==> src/rtl/csvt_pkg.sv <==
package csvt_pkg;

	localparam int ByteW = 8;

	localparam logic [ByteW-1:0] CH_QUOTE = 8'h22;
	localparam logic [ByteW-1:0] CH_CR    = 8'h0D;
	localparam logic [ByteW-1:0] CH_LF    = 8'h0A;

	localparam logic [ByteW-1:0] SEP_RESET = 8'd44;

	// token kinds on the result channel
	typedef enum logic [1:0] {
		KIND_BYTE   = 2'd0,
		KIND_FIELD  = 2'd1,
		KIND_RECORD = 2'd2
	} kind_t;

	// parser flags carried from one word to the next
	typedef struct packed {
		logic in_quotes;
		logic quote_pending;
		logic cr_pending;
		logic record_started;
	} pstate_t;

	// one decoded result
	typedef struct packed {
		logic             emit;
		kind_t            kind;
		logic [ByteW-1:0] data;
	} token_t;

endpackage

==> src/rtl/csvt_step.sv <==
module csvt_step (
	input  logic [csvt_pkg::ByteW-1:0] data_byte,
	input  logic                       end_of_input,
	input  logic [csvt_pkg::ByteW-1:0] separator,
	input  csvt_pkg::pstate_t          state,
	output csvt_pkg::pstate_t          state_next,
	output csvt_pkg::token_t           token
);

	logic unquoted;

	always_comb begin
		state_next = state;
		token      = '{emit: 1'b0, kind: csvt_pkg::KIND_BYTE, data: '0};
		unquoted   = 1'b0;

		if (end_of_input) begin
			// close a started record, then back to reset flags
			token.emit = state.record_started;
			token.kind = csvt_pkg::KIND_RECORD;
			state_next = '0;
		end else begin
			state_next.cr_pending = 1'b0;
			if (state.cr_pending && data_byte == csvt_pkg::CH_LF) begin
				// lf of a crlf pair is swallowed
			end else if (state.quote_pending) begin
				state_next.quote_pending  = 1'b0;
				state_next.record_started = 1'b1;
				if (data_byte == csvt_pkg::CH_QUOTE) begin
					token.emit = 1'b1;
					token.data = csvt_pkg::CH_QUOTE;
				end else begin
					state_next.in_quotes = 1'b0;
					unquoted             = 1'b1;
				end
			end else if (state.in_quotes) begin
				state_next.record_started = 1'b1;
				if (data_byte == csvt_pkg::CH_QUOTE) begin
					state_next.quote_pending = 1'b1;
				end else begin
					token.emit = 1'b1;
					token.data = data_byte;
				end
			end else begin
				unquoted = 1'b1;
			end

			if (unquoted) begin
				state_next.record_started = 1'b1;
				if (data_byte == csvt_pkg::CH_QUOTE) begin
					state_next.in_quotes = 1'b1;
				end else if (data_byte == separator) begin
					token.emit = 1'b1;
					token.kind = csvt_pkg::KIND_FIELD;
				end else if (data_byte == csvt_pkg::CH_CR) begin
					state_next.cr_pending     = 1'b1;
					state_next.record_started = 1'b0;
					token.emit                = 1'b1;
					token.kind                = csvt_pkg::KIND_RECORD;
				end else if (data_byte == csvt_pkg::CH_LF) begin
					state_next.record_started = 1'b0;
					token.emit                = 1'b1;
					token.kind                = csvt_pkg::KIND_RECORD;
				end else begin
					token.emit = 1'b1;
					token.data = data_byte;
				end
			end
		end
	end

endmodule

==> src/rtl/csv_record_tokenizer.sv <==
// csv record tokenizer
// input channel: in_valid/in_ready carry one word per accept, either a stream
//   byte (data_byte) or an end marker (end_of_input high, data_byte ignored)
// output channel: out_valid/out_ready carry tokens; token_kind tells a content
//   byte (field_byte holds it), an end of field, or an end of field and record
// cfg_we/cfg_data write the separator byte; write it only while idle
// throughput: one word per cycle; the parser flags are a few bits updated by
//   a single combinational step between the input and the output register
// latency: a word accepted at edge n shows its token right after edge n+1, so
//   it can be taken at edge n+2 at the earliest; words that give no token
//   (quote, swallowed lf, empty end) vanish
// stall: when out_ready is low the output register holds, the input register
//   holds the next word, and in_ready drops only while both are full
// reset: arst_n clears the flags and both valid bits and sets the
//   separator to comma
module csv_record_tokenizer (
	input  logic                       clk,
	input  logic                       arst_n,
	input  logic                       cfg_we,
	input  logic [csvt_pkg::ByteW-1:0] cfg_data,
	input  logic                       in_valid,
	output logic                       in_ready,
	input  logic [csvt_pkg::ByteW-1:0] data_byte,
	input  logic                       end_of_input,
	output logic                       out_valid,
	input  logic                       out_ready,
	output logic [1:0]                 token_kind,
	output logic [csvt_pkg::ByteW-1:0] field_byte
);

	// separator register
	logic [csvt_pkg::ByteW-1:0] separator_q;

	// input register
	logic                       valid_s1;
	logic [csvt_pkg::ByteW-1:0] byte_s1;
	logic                       eoi_s1;

	// output register
	logic                       valid_s2;
	csvt_pkg::kind_t            kind_s2;
	logic [csvt_pkg::ByteW-1:0] data_s2;

	// parser flags
	csvt_pkg::pstate_t state_q;
	csvt_pkg::pstate_t state_next;
	csvt_pkg::token_t  token;

	logic advance;

	// the staged word moves on when the output slot is free or being drained
	assign advance  = valid_s1 && (!valid_s2 || out_ready);
	assign in_ready = !valid_s1 || advance;

	csvt_step u_step (
		.data_byte    (byte_s1),
		.end_of_input (eoi_s1),
		.separator    (separator_q),
		.state        (state_q),
		.state_next   (state_next),
		.token        (token)
	);

	always_ff @(posedge clk or negedge arst_n) begin
		if (!arst_n) begin
			separator_q <= csvt_pkg::SEP_RESET;
		end else if (cfg_we) begin
			separator_q <= cfg_data;
		end
	end

	always_ff @(posedge clk or negedge arst_n) begin
		if (!arst_n) begin
			valid_s1 <= 1'b0;
		end else if (in_ready) begin
			valid_s1 <= in_valid;
		end
	end

	always_ff @(posedge clk) begin
		if (in_ready && in_valid) begin
			byte_s1 <= data_byte;
			eoi_s1  <= end_of_input;
		end
	end

	// flags advance once per staged word, in stream order
	always_ff @(posedge clk or negedge arst_n) begin
		if (!arst_n) begin
			state_q <= '0;
		end else if (advance) begin
			state_q <= state_next;
		end
	end

	always_ff @(posedge clk or negedge arst_n) begin
		if (!arst_n) begin
			valid_s2 <= 1'b0;
		end else if (advance) begin
			valid_s2 <= token.emit;
		end else if (out_ready) begin
			valid_s2 <= 1'b0;
		end
	end

	always_ff @(posedge clk) begin
		if (advance && token.emit) begin
			kind_s2 <= token.kind;
			data_s2 <= token.data;
		end
	end

	assign out_valid  = valid_s2;
	assign token_kind = kind_s2;
	assign field_byte = data_s2;

endmodule
==> config.mk <==
export PLATFORM = sky130hd
export DESIGN_NAME = csv_record_tokenizer
export DESIGN_NICKNAME = d
export VERILOG_FILES = /design/src/rtl/csvt_pkg.sv /design/src/rtl/csvt_step.sv /design/src/rtl/csv_record_tokenizer.sv
export SDC_FILE = /design/constraint.sdc
export NUM_CORES = 1
export LEC_CHECK = 0
export BUFFER_PORTS_ARGS = -buffer_cell sky130_fd_sc_hd__buf_2
export CAP_MARGIN = 20
export CORE_AREA = 2 2 62 64
export CTS_BUF_LIST = sky130_fd_sc_hd__clkbuf_8
export CTS_CLUSTER_DIAMETER = 200
export DETAILED_ROUTE_END_ITERATION = 12
export DIE_AREA = 0 0 64 66
export PLACE_DENSITY = 0.7
export SETUP_SLACK_MARGIN = 0.15
export SYNTH_ARGS = -nofsm -noshare
export SYNTH_HDL_FRONTEND = slang
export SYNTH_SLANG_ARGS = --single-unit
==> constraint.sdc <==
create_clock -name clk -period 2.6 [get_ports clk]
set_clock_uncertainty 0.1 [all_clocks]
set_input_delay 0.26 -clock clk [delete_from_list [all_inputs] [get_ports clk]]
set_output_delay 0.26 -clock clk [all_outputs]
set_load 0.05 [all_outputs]
=== After elaboration in Yosys (flattened, before gate mapping) ===
Cells that the tools add are included.

* Input port bits: 22
* Flip-flop bits (word level): 33

* Equal/unequal tests: 6
* Bitwise operators: 1
* Muxes and demuxes: 42
* Reduce and logical (&&, ||, !) cells: 13

{| class="wikitable"
|+ Operators with widths
! operator !! number
|-
| $mux W8 || 7
|-
| $mux W1 || 23
|-
| $mux W11 || 2
|-
| $eq A8 B4 Y1 const B || 2
|-
| $mux W2 || 6
|-
| $eq A8 B6 Y1 const B || 1
|-
| $eq A8 B8 Y1 || 1
|-
| $mux W3 || 2
|-
| $mux W6 || 1
|-
| $logic_and A1 B1 Y1 || 4
|-
| $mux W4 || 1
|-
| $reduce_bool A4 Y1 || 1
|-
| $ne A3 B3 Y1 const B || 1
|-
| $reduce_and A3 Y1 || 1
|-
| $reduce_or A3 Y1 || 1
|-
| $logic_not A1 Y1 || 2
|-
| $logic_or A1 B1 Y1 || 2
|-
| $ne A2 B2 Y1 const B || 1
|-
| $reduce_and A2 Y1 || 1
|-
| $reduce_bool A2 Y1 || 1
|-
| $not A1 Y1 || 1
|}

=== Longest topological paths before layout ===
Gate-level depths: netlist (run 1).

* Depth in word-level cells: 12
* Mapped depth: 5
* Mapped depth without buffers: 4

=== Hierarchy ===
A second synthesis (run 1) with hierarchy kept.

* Cells, all modules: 121
* Area, all modules: 1587.8 sq um

{| class="wikitable"
|+ By module, submodules not included
! module !! times used !! area each (sq um) !! cells each
|-
| csv_record_tokenizer || 1 || 1144.8 || 55
|-
| csvt_step || 1 || 442.9 || 66
|}

=== Least setup slack after synthesis (run 1) ===
Ideal clock, no wire load.

* Path type: reg-to-reg
* Start: register byte_s1[4] (netlist bit)
* End: register data_s2, in the netlist field_byte[0], data pin
* Data required time: 2.232 ns
* Stages on the path, launching flop included: 6
* Setup time: 0.268 ns
* Arrival time: 1.639 ns
* Slack: 0.593 ns
* Cells stage by stage: edfxtp_1 or3_1 clkbuf_2 o31ai_1 or2_2 a21boi_0

* Cells in the longest elaborated chain, start to end: 10
* Elaborated cells between the ends (all ways): 18
* Those cells by class: eq/ne: 4; mux: 13; reduce/logical: 1

{| class="wikitable"
|+ Ends and longest elaborated chain
! item !! RTL line !! source
|-
| start, declared || csv_record_tokenizer.sv:36 || <nowiki>logic [csvt_pkg::ByteW-1:0] byte_s1;</nowiki>
|-
| start signal, assigned || csv_record_tokenizer.sv:82 || <nowiki>byte_s1 <= data_byte;</nowiki>
|-
| $eq A8 B6 Y1 || csvt_step.sv:29, csvt_step.sv:38, csvt_step.sv:50 ||
|-
| $mux W8 || csvt_step.sv:38 || <nowiki>if (data_byte == csvt_pkg::CH_QUOTE) begin</nowiki>
|-
| $mux W8 || csvt_step.sv:36 || <nowiki>end else if (state.in_quotes) begin</nowiki>
|-
| $mux W8 || csvt_step.sv:26 || <nowiki>end else if (state.quote_pending) begin</nowiki>
|-
| $mux W8 || csvt_step.sv:24 || <nowiki>if (state.cr_pending && data_byte == csvt_pkg::CH_LF) begin</nowiki>
|-
| $mux W8 || csvt_step.sv:60 || <nowiki>end else if (data_byte == csvt_pkg::CH_LF) begin</nowiki>
|-
| $mux W8 || csvt_step.sv:55 || <nowiki>end else if (data_byte == csvt_pkg::CH_CR) begin</nowiki>
|-
| $mux W8 || csvt_step.sv:52 || <nowiki>end else if (data_byte == separator) begin</nowiki>
|-
| $mux W11 || csvt_step.sv:50 || <nowiki>if (data_byte == csvt_pkg::CH_QUOTE) begin</nowiki>
|-
| $mux W11 (*) || csvt_step.sv:48 || <nowiki>if (unquoted) begin</nowiki>
|-
| end signal, assigned || csv_record_tokenizer.sv:109 || <nowiki>data_s2 <= token.data;</nowiki>
|-
| end, declared || csv_record_tokenizer.sv:42 || <nowiki>logic [csvt_pkg::ByteW-1:0] data_s2;</nowiki>
|}

Mark *: on every way between the ends. The rest lies on a longest branch, timed or not. The select of a mux whose other input is x is not followed.
A chain may end at the register's enable or synchronous reset.

=== Worst setup path in the final report (run 1) ===
* Start: register byte_s1[0] (netlist bit)
* End: register data_s2, in the netlist field_byte[2], data pin

The elaborated chain is that of the path after synthesis.

==> qor.txt, run 1 <==
outcome: finished, final reports clean
syn_area_per_cell: 12.5 um^2
EDFF count, synth: 19
Final GP Congestion: 0.948
post-route ant nets: 0
worst r2r path cells: 4
Hold Vio Cnt, Final: 0
Non-Filler Instances: 210
fraction of layout cells with a size suffix above 1: 34.0%
post-synthesis cell count: 125
worst path cell trace: or3b_1, o31ai_1, or2_2, a21boi_0
Worst Hold Class: in2reg
Multi-input gate area: 607 um^2
clk root buf: clkbuf_8
Core Box Area: 0.00355 mm^2
YS warnings: 0
period utilization: 87.5%
Yosys top cell area share: 36.7%
CTS H-Tree Depth: 2
unrepaired setup endpoints after global routing: false
Combinational Power Share: 22.8%
dpl cells: 201
Synth area leader: edfxtp_1
total CTS buffers: 5
Hold Crit Start: data_byte[7]
Clock Tree Buf Depth: 2
Worst-Skew Late Latency: 290 ps
leakage: 0.725 nW
Vias/cell: 5.35
DRC: 0
#FFs+latches synth: 33
total power: 1.41 mW
Syn Nets: 147
fin util: 52.7%
fmax: 440 MHz
largest net degree at the start of global routing: 16
part of the Yosys area used for sequential elements: 59.4%
Initial Util: 43.8%
nature of the critical path endpoint: flip-flop
Hold Crit Depth: 1
Vias: 1124
Synth Cell Area: 0.00156 mm^2
Clock transition at path regs: 70 ps
Die Area: 0.00422 mm^2
Slew headroom: 49.2%
P&R area growth vs syn: 20.3%
switching part of the total power: 30.6%
drt wl/cell: 14.1 um
CP max FO: 8
Std-Cell Rows: 22
Final Hold Slack: 48.6 ps
Iteration-0 DRC Markers: 47
GRT Util Overall: 15.8%
reg-to-reg slack, setup: 330 ps
Max Slew Vio Count: 0
Psw: 432 uW
Die Span X: 64 um
endpoints failing setup: 0
CTS tree: done
RR Startpoint: byte_s1[0]$_DFFE_PP_
number of global-route vias before repair: 1077
Synth async-reset ratio: 42.4%
sequential cell area: 925 um^2
HPWL after DPL: 2.20 mm
Yosys cell types: 39
worst r2r dst: field_byte[2]$_SDFFCE_PP0P_
Setup crit start: byte_s1[0]$_DFFE_PP_
Post-CTS Setup Bufs: 0
Die Span Y: 66 um
final wirelength: 2.96 mm
commonest non-fill, non-tap cell in the layout: buf_2
peak supply drop: 0.380 mV
nets: 183
ranking of synthesized cells by area: edfxtp_1 (37%), dfrtp_1 (18%), mux2_2 (5.8%)
Cell Pwr Density: 755 mW/mm^2
Slew @ Worst Pin: 759 ps
final setup TNS: 0 ps
most frequent cells in the layout: buf_2 (33), edfxtp_1 (19), nand2b_1 (11), dfrtp_1 (11)
CP Data Required Time: 2530 ps
Hold EP: byte_s1[7]$_DFFE_PP_
Main synth FF type: edfxtp_1
Critical Path AT: 2200 ps
Internal: 980 uW
n_diodes: 0
first-pass GRT wire length: 4.95 mm
port buffer count: 33
first-pass iteration count of the detailed router: 4
Tmin final: 2270 ps
CP Launch Type: flip-flop
total grt overflow: 0
final-layout fill cell count: 327
critical path's largest stage delay: 620 ps
crit path kind: reg2reg
Flop pwr share: 47.7%
CTS Sinks: 33
Crit-path slowest cell: o31ai_1
initial antenna violation count: 0
Max-Cap Viols: 0
I/O Pins: 34
clock share of power: 29.4%
==> layout make-up <==
class / count / area share [%]
sequential: 33 / 49.4
clock inverter: 1 / 0.267
multi-input combinational: 86 / 32.4
inverter: 1 / 0.201
clock buffer: 7 / 5.15
tap: 48 / 3.21
timing repair buffer: 34 / 9.36
==> power by group through the flow <==
stage               Clock [mW]  Sequential, mW  Combinational (mW)
floorplan                    0           0.767               0.154
global placement             0           0.682               0.314
detailed placement           0           0.685               0.322
CTS                      0.431           0.675               0.323
global route             0.458           0.683               0.349
finish                   0.416           0.674               0.322
==> worst max path at each step <==
stage / endpoint / slack (ps) / depth (start not counted)
after floorplan: field_byte[0]$_SDFFCE_PP0P_ / 590 / 5
after global placement: field_byte[5]$_SDFFCE_PP0P_ / 450 / 4
after detailed placement: field_byte[2]$_SDFFCE_PP0P_ / 330 / 4
after CTS: field_byte[2]$_SDFFCE_PP0P_ / 340 / 4
after global routing: field_byte[2]$_SDFFCE_PP0P_ / 200 / 4
final: field_byte[2]$_SDFFCE_PP0P_ / 330 / 4
==> worst max-delay path, delay by kind of cell, from the launching register on <==
family | cells | cell delay (ps)
AO/OA/AOI/OAI | 2 | 720
flip-flops | 1 | 450
AND/OR/NAND/NOR | 2 | 760
==> Yosys cell counts, types with 2 or more instances <==
cell       n
a21boi_0   2
a21oi_1    6
a311oi_1   2
and2_1     2
clkbuf_1   3
dfrtp_1   11
dfstp_2    3
edfxtp_1  19
mux2_2     8
nand2_1    6
nand2b_1  11
nand4_1    3
nor2b_1    3
nor3_1     4
nor4_1     3
o211ai_1   3
o21a_1     2
o21ai_0    5
or3_1      2
xnor2_1    8
==> state kept, by name, summed over array words and instances, names as in the netlist <==
register	flops
byte_s1	8
field_byte	8
separator_q	8
state_q	4
token_kind	2
eoi_s1	1
out_valid	1
valid_s1	1
==> routing by layer <==
| layer | global-route usage [%] | part of all wire, % | up-vias |
|---|---|---|---|
| met3 | 3.75 | 6.3 | 6 |
| met4 | 10.1 | 2.3 | 0 |
| met2 | 25.1 | 50 | 44 |
| met5 | 0 | 0 | - |
| li1 | - | - | 539 |
| met1 | 19.4 | 42 | 535 |
==> cell families (layout without fill, tap and decap cells) <==
kind of cell	Yosys count	after routing	share of synthesized area, %
buf+inv	6	43	1.61
mux	9	9	6.43
simple gates	41	41	15.6
compound gates	28	28	12.5
xor+xnor	8	8	4.50
flops	33	33	59.4
==> through the flow <==
step | instance area [um^2] | setup slack, ps
3_5_place_dp | 1760 | 329
6_report | 1870 | 325
3_3_place_gp | 1760 | 446
4_1_cts | 1870 | 343
2_1_floorplan | 1560 | 593
5_1_grt | 1870 | 196
==> repair_timing <==
| action | 4_1_cts | 5_1_grt |
|---|---|---|
| hold buffers | 1 | 0 |
| endpoints found under the setup margin | 0 | 0 |
| endpoints found under the hold margin | 11 | 0 |
| resized for setup | 0 | 0 |
Note: power is estimated with default switching activity, not from simulation.
==> inputs of run 2 (changes only) <==
- ABC_AREA: default -> 1
- CORE_AREA: 2 2 62 64 -> 2 2 63 65
- DIE_AREA: 0 0 64 66 -> 0 0 65 67
- PLACE_DENSITY: 0.7 -> 0.69
==> run 2 against run 1 <==
  * Fmax increased by 30%
  * Global-route usage fell by 0.34 points
  * Clock power is 13% lower
  * Core utilization is 0.41 points higher
  * Register-to-register slack better by 520 ps
  * Non-clock buffer count grew 1
  * Largest power group unchanged
==> qor.txt, run 2 <==
nature of the critical path endpoint: flip-flop
GRT Util Overall: 15.5%
Setup crit start: byte_s1[5]$_DFFE_PP_
post-route cell area: 0.00192 mm^2
YS warnings: 0
nets: 217
Hold-fix buffers, CTS: 1
initial antenna violation count: 0
reg-to-reg slack, setup: 850 ps
post-synthesis cell count: 155
Vias/cell: 4.68
port buffer count: 33
peak supply drop: 0.449 mV
CP max FO: 10
dpl cells: 235
#FFs+latches synth: 33
Yosys top cell area share: 35.7%
Clock Tree Buf Depth: 2
number of global-route vias before repair: 1118
Max-Cap Viols: 0
Hold Crit Start: data_byte[6]
total grt overflow: 0
Initial Util: 44.3%
Cell Pwr Density: 692 mW/mm^2
fin util: 53.1%
Post-CTS Setup Bufs: 0
Worst-Skew Late Latency: 290 ps
n_diodes: 0
I/O Pins: 34
Die Span Y: 67 um
post-CTS sizing: 0
CP Data Required Time: 2490 ps
Clock transition at path regs: 70 ps
ranking of synthesized cells by area: edfxtp_1 (36%), dfrtp_1 (17%), nand2_1 (8.9%)
fraction of layout cells with a size suffix above 1: 34.7%
Placed Area: 0.00182 mm^2
Main synth FF type: edfxtp_1
largest net degree at the start of global routing: 15
outcome: finished, final reports clean
Synth area leader: edfxtp_1
HPWL after DPL: 2.19 mm
Non-Filler Instances: 244
Vias: 1141
most frequent cell after synthesis: nand2_1
Post-synth top cells: nand2_1 (38), edfxtp_1 (19), inv_1 (13), dfrtp_1 (11), nor2_1 (10)
Slew @ Worst Pin: 408 ps
Syn Nets: 177
Worst Hold Class: in2reg
CTS Sinks: 33
EDFF count, synth: 19
drt wl/cell: 11.7 um
commonest non-fill, non-tap cell in the layout: nand2_1
Std-Cell Rows: 22
Core Box Area: 0.00361 mm^2
Yosys cell types: 29
CP Launch Type: flip-flop
Synth Cell Area: 0.00160 mm^2
Die Span X: 65 um
DRC: 0
post-route ant nets: 0
leakage: 0.867 nW
total CTS buffers: 5
Die Area: 0.00436 mm^2
CTS H-Tree Depth: 2
Max Slew Vio Count: 0
crit path kind: reg2reg
Hold Vio Cnt, Final: 0
P&R area growth vs syn: 19.9%
final setup TNS: 0 ps
syn_area_per_cell: 10.3 um^2
CTS tree: done
total power: 1.33 mW
first-pass GRT wire length: 4.95 mm
fmax: 571 MHz
RR Startpoint: byte_s1[5]$_DFFE_PP_
part of the Yosys area used for sequential elements: 57.9%
Iteration-0 DRC Markers: 36
Slew headroom: 72.8%
Critical Path AT: 1650 ps
unrepaired setup endpoints after global routing: false
Tmin final: 1750 ps
most frequent cells in the layout: nand2_1 (38), buf_2 (33), edfxtp_1 (19), inv_1 (14), dfrtp_1 (11)
final-layout fill cell count: 329
clk root buf: clkbuf_8
final wirelength: 2.86 mm
Synth async-reset ratio: 42.4%
first-pass iteration count of the detailed router: 4
period utilization: 67.4%
endpoints failing setup: 0
Final GP Congestion: 0.864
run 2: layer usage:
layer	part of all wire, %	track usage (%)	vias up	wire, um
li1	-	-	597	-
met5	0	0	-	0
met3	6.5	5.41	6	187
met4	2.0	7.18	0	58
met1	46	19.0	503	1310
met2	46	24.5	35	1310
run 2: layout make-up:
type / instances / area (um^2) / share of cell area, %
clock inverters: 3 / 13.8 / 0.718
inverters: 17 / 63.8 / 3.33
multi-input cells: 103 / 602 / 31.4
well taps: 48 / 60.1 / 3.14
flip-flops and latches: 33 / 925 / 48.3
repair buffers: 35 / 183 / 9.54
clock buffers: 5 / 68.8 / 3.59
run 2: cell families (layout without fill, tap and decap cells):
logic type             after synthesis  in the layout  synth area share (%)
XOR/XNOR                             6              6                  3.29
buffers and inverters               19             60                  4.46
flip-flops                          33             33                  57.9
AO/OA/AOI/OAI                       20             20                  8.38
multiplexers                         6              6                  4.23
AND/OR/NAND/NOR                     71             71                  21.8
run 2: worst max-delay path, stage by stage (launching register included):
cell      delay, ps
edfxtp_1        510
nand2_1         140
nor2_1           50
nand2_1          80
nor2_1           60
nand2_1          80
o21ai_0         120
nor2_1          120
buf_4           190
run 2: worst paths after layout:
| kind | to | cells after the start |
|---|---|---|
| max | field_byte[4]$_SDFFCE_PP0P_ | 8 |
| min | byte_s1[6]$_DFFE_PP_ | 1 |
| max reg2reg | field_byte[4]$_SDFFCE_PP0P_ | 8 |
| min reg2reg | state_q[0]$_DFFE_PN0P_ | 2 |
| max in group asynchronous | separator_q[2]$_DFFE_PN1P_ | 2 |
| min in group asynchronous | out_valid$_DFFE_PN0P_ | 2 |
run 2: stage by stage:
stage,hold WS [ps],worst slack (ps)
after floorplan,-136,662
after global placement,70.8,876
after detailed placement,76.0,852
after CTS,36.1,837
after global routing,35.4,675
final,41.0,848
run 2: report_power, final:
group          total, mW  switching (mW)  internal (mW)
Combinational      0.296           0.209         0.0866
Sequential         0.667          0.0352          0.632
Clock              0.363           0.182          0.181
==> inputs of run 3 (changes only) <==
- clock period: 2.6 -> 1.64 ns (I/O delays scaled with it)
==> run 3 against run 2 <==
  * The flow now finishes with violations (negative setup slack)
  * Cell count is 12% higher
  * Power up 70%
  * Fmax increased by 4.9%
  * Flip-flop and latch count unchanged
  * Largest power group unchanged
  * Highest routed layer unchanged
==> qor.txt, run 3 (synthesis gave the netlist of run 2 again) <==
Cell Pwr Density: 991 mW/mm^2
nets: 247
CTS tree: done
peak supply drop: 0.709 mV
P&R area growth vs syn: 42.7%
Tmin final: 1670 ps
total power: 2.26 mW
Buf/Inv on CP: 1
reg-to-reg slack, setup: -30 ps
CTS Sinks: 33
Iteration-0 DRC Markers: 28
RR Startpoint: byte_s1[3]$_DFFE_PP_
Die Span Y: 67 um
I/O Pins: 34
total grt overflow: 0
CP Depth: 9
Critical Path AT: 1600 ps
post-route ant nets: 0
n_diodes: 0
fraction of layout cells with a size suffix above 1: 47.8%
Slew headroom: 78.9%
Worst-Skew Late Latency: 290 ps
final-layout fill cell count: 290
Die Area: 0.00436 mm^2
Initial Util: 44.3%
total CTS buffers: 5
first-pass GRT wire length: 5.53 mm
critical path capture point: field_byte[5]$_SDFFCE_PP0P_
Final Hold Slack: 7.49 ps
most frequent cells in the layout: nand2_1 (34), buf_2 (33), edfxtp_1 (19), buf_4 (16), dlygate4sd3_1 (13)
Crit-path slowest cell: edfxtp_1
CTS H-Tree Depth: 2
unrepaired setup endpoints after global routing: true
worst path cell trace: inv_2, nand2_1, nor2_1, nand2_2, nand2_1, nand2_1, nand3_1, o21bai_1, a21oi_2
period utilization: 102%
Max-Cap Viols: 0
failing checks: negative setup slack
port buffer count: 33
critical path's largest stage delay: 440 ps
Std-Cell Rows: 22
CP Data Required Time: 1570 ps
most used cell, CP: nand2_1
nature of the critical path endpoint: flip-flop
CP Launch Type: flip-flop
DRC: 0
drt wl/cell: 12.2 um
Worst Hold Class: in2reg
final wirelength: 3.35 mm
commonest non-fill, non-tap cell in the layout: nand2_1
Clock transition at path regs: 60 ps
first-pass iteration count of the detailed router: 4
GRT Util Overall: 17.6%
CP max FO: 4
worst setup margin: -31.3 ps
outcome: finished, violations left
Final GP Congestion: 0.883
leakage: 1.02 nW
Clock Tree Buf Depth: 2
worst r2r dst: field_byte[5]$_SDFFCE_PP0P_
number of global-route vias before repair: 1296
Slew @ Worst Pin: 315 ps
Die Span X: 65 um
worst r2r path cells: 9
Setup crit start: byte_s1[3]$_DFFE_PP_
CP delay by family, top: simple AND/OR/NAND/NOR gates
fmax: 598 MHz
Vias/cell: 4.69
initial antenna violation count: 0
endpoints failing setup: 4
HPWL after DPL: 2.46 mm
Max Slew Vio Count: 0
Core Box Area: 0.00361 mm^2
clk root buf: clkbuf_8
crit path kind: reg2reg
Vias: 1284
Hold Vio Cnt, Final: 0
largest net degree at the start of global routing: 15
-- run 3: how the worst min path moves through the flow --
| stage | slack [ps] | depth (start not counted) | endpoint | start |
|---|---|---|---|---|
| floorplan | -230 | 0 | out_valid$_DFFE_PN0P_ | arst_n |
| global placement | -30 | 1 | valid_s1$_DFFE_PN0N_ | arst_n |
| detailed placement | -20 | 1 | state_q[0]$_DFFE_PN0P_ | arst_n |
| CTS | 3 | 2 | separator_q[7]$_DFFE_PN0P_ | cfg_data[7] |
| global route | -0.9 | 2 | separator_q[7]$_DFFE_PN0P_ | cfg_data[7] |
| finish | 7 | 2 | separator_q[7]$_DFFE_PN0P_ | cfg_data[7] |
-- run 3: layout make-up --
cell class,count,area (um^2),share of cell area [%]
Clock buffer,6,82.6,3.62
Inverter,17,63.8,2.80
Sequential cell,33,926,40.6
Timing Repair Buffer,64,438,19.2
Tap cell,48,60.1,2.63
Clock inverter,2,7.51,0.329
Multi-Input combinational cell,104,702,30.8
-- run 3: routing by layer --
metal	part of all wire (%)	global-route usage, %
met1	42	18.5
met2	50	31.3
met3	4.9	3.21
met4	2.7	13.3
met5	0	0
-- run 3: where the power goes --
| part | internal [mW] | leakage (nW) | switching (mW) |
|---|---|---|---|
| Combinational | 0.211 | 0.618 | 0.386 |
| Sequential | 1.00 | 0.351 | 0.0628 |
| Clock | 0.329 | 0.0538 | 0.266 |
| Total | 1.54 | 1.02 | 0.715 |
-- run 3: worst reg2reg max path, cell delays in order (launching register included) --
cell and delay, ps:
edfxtp_1 440, inv_2 80, nand2_1 80, nor2_1 120
nand2_2 110, nand2_1 100, nand2_1 50, nand3_1 80
o21bai_1 150, a21oi_2 90
-- run 3: per-stage QoR --
| stage | setup TNS (ps) | util (%) | setup slack [ps] | instances | instance area [um^2] |
|---|---|---|---|---|---|
| 2_1_floorplan | 0 | - | 94.1 | 155 | 1620 |
| 3_3_place_gp | -6.69 | 53.7 | -6.69 | 247 | 1940 |
| 3_5_place_dp | -236 | 53.7 | -54.9 | 247 | 1940 |
| 4_1_cts | -79.6 | 62.1 | -12.5 | 273 | 2240 |
| 5_1_grt | -1700 | 63.2 | -147 | 274 | 2280 |
| 6_report | -59.3 | 63.2 | -31.3 | 274 | 2280 |
-- run 3: repair_timing --
action / CTS / global route
hold buffers: 13 / 0
setup buffers: 4 / 1
cloned: 1 / 0
endpoints found under the setup margin: 25 / 25
resized for setup: 14 / 10
pin swaps: 9 / 5
endpoints found under the hold margin: 26 / 0
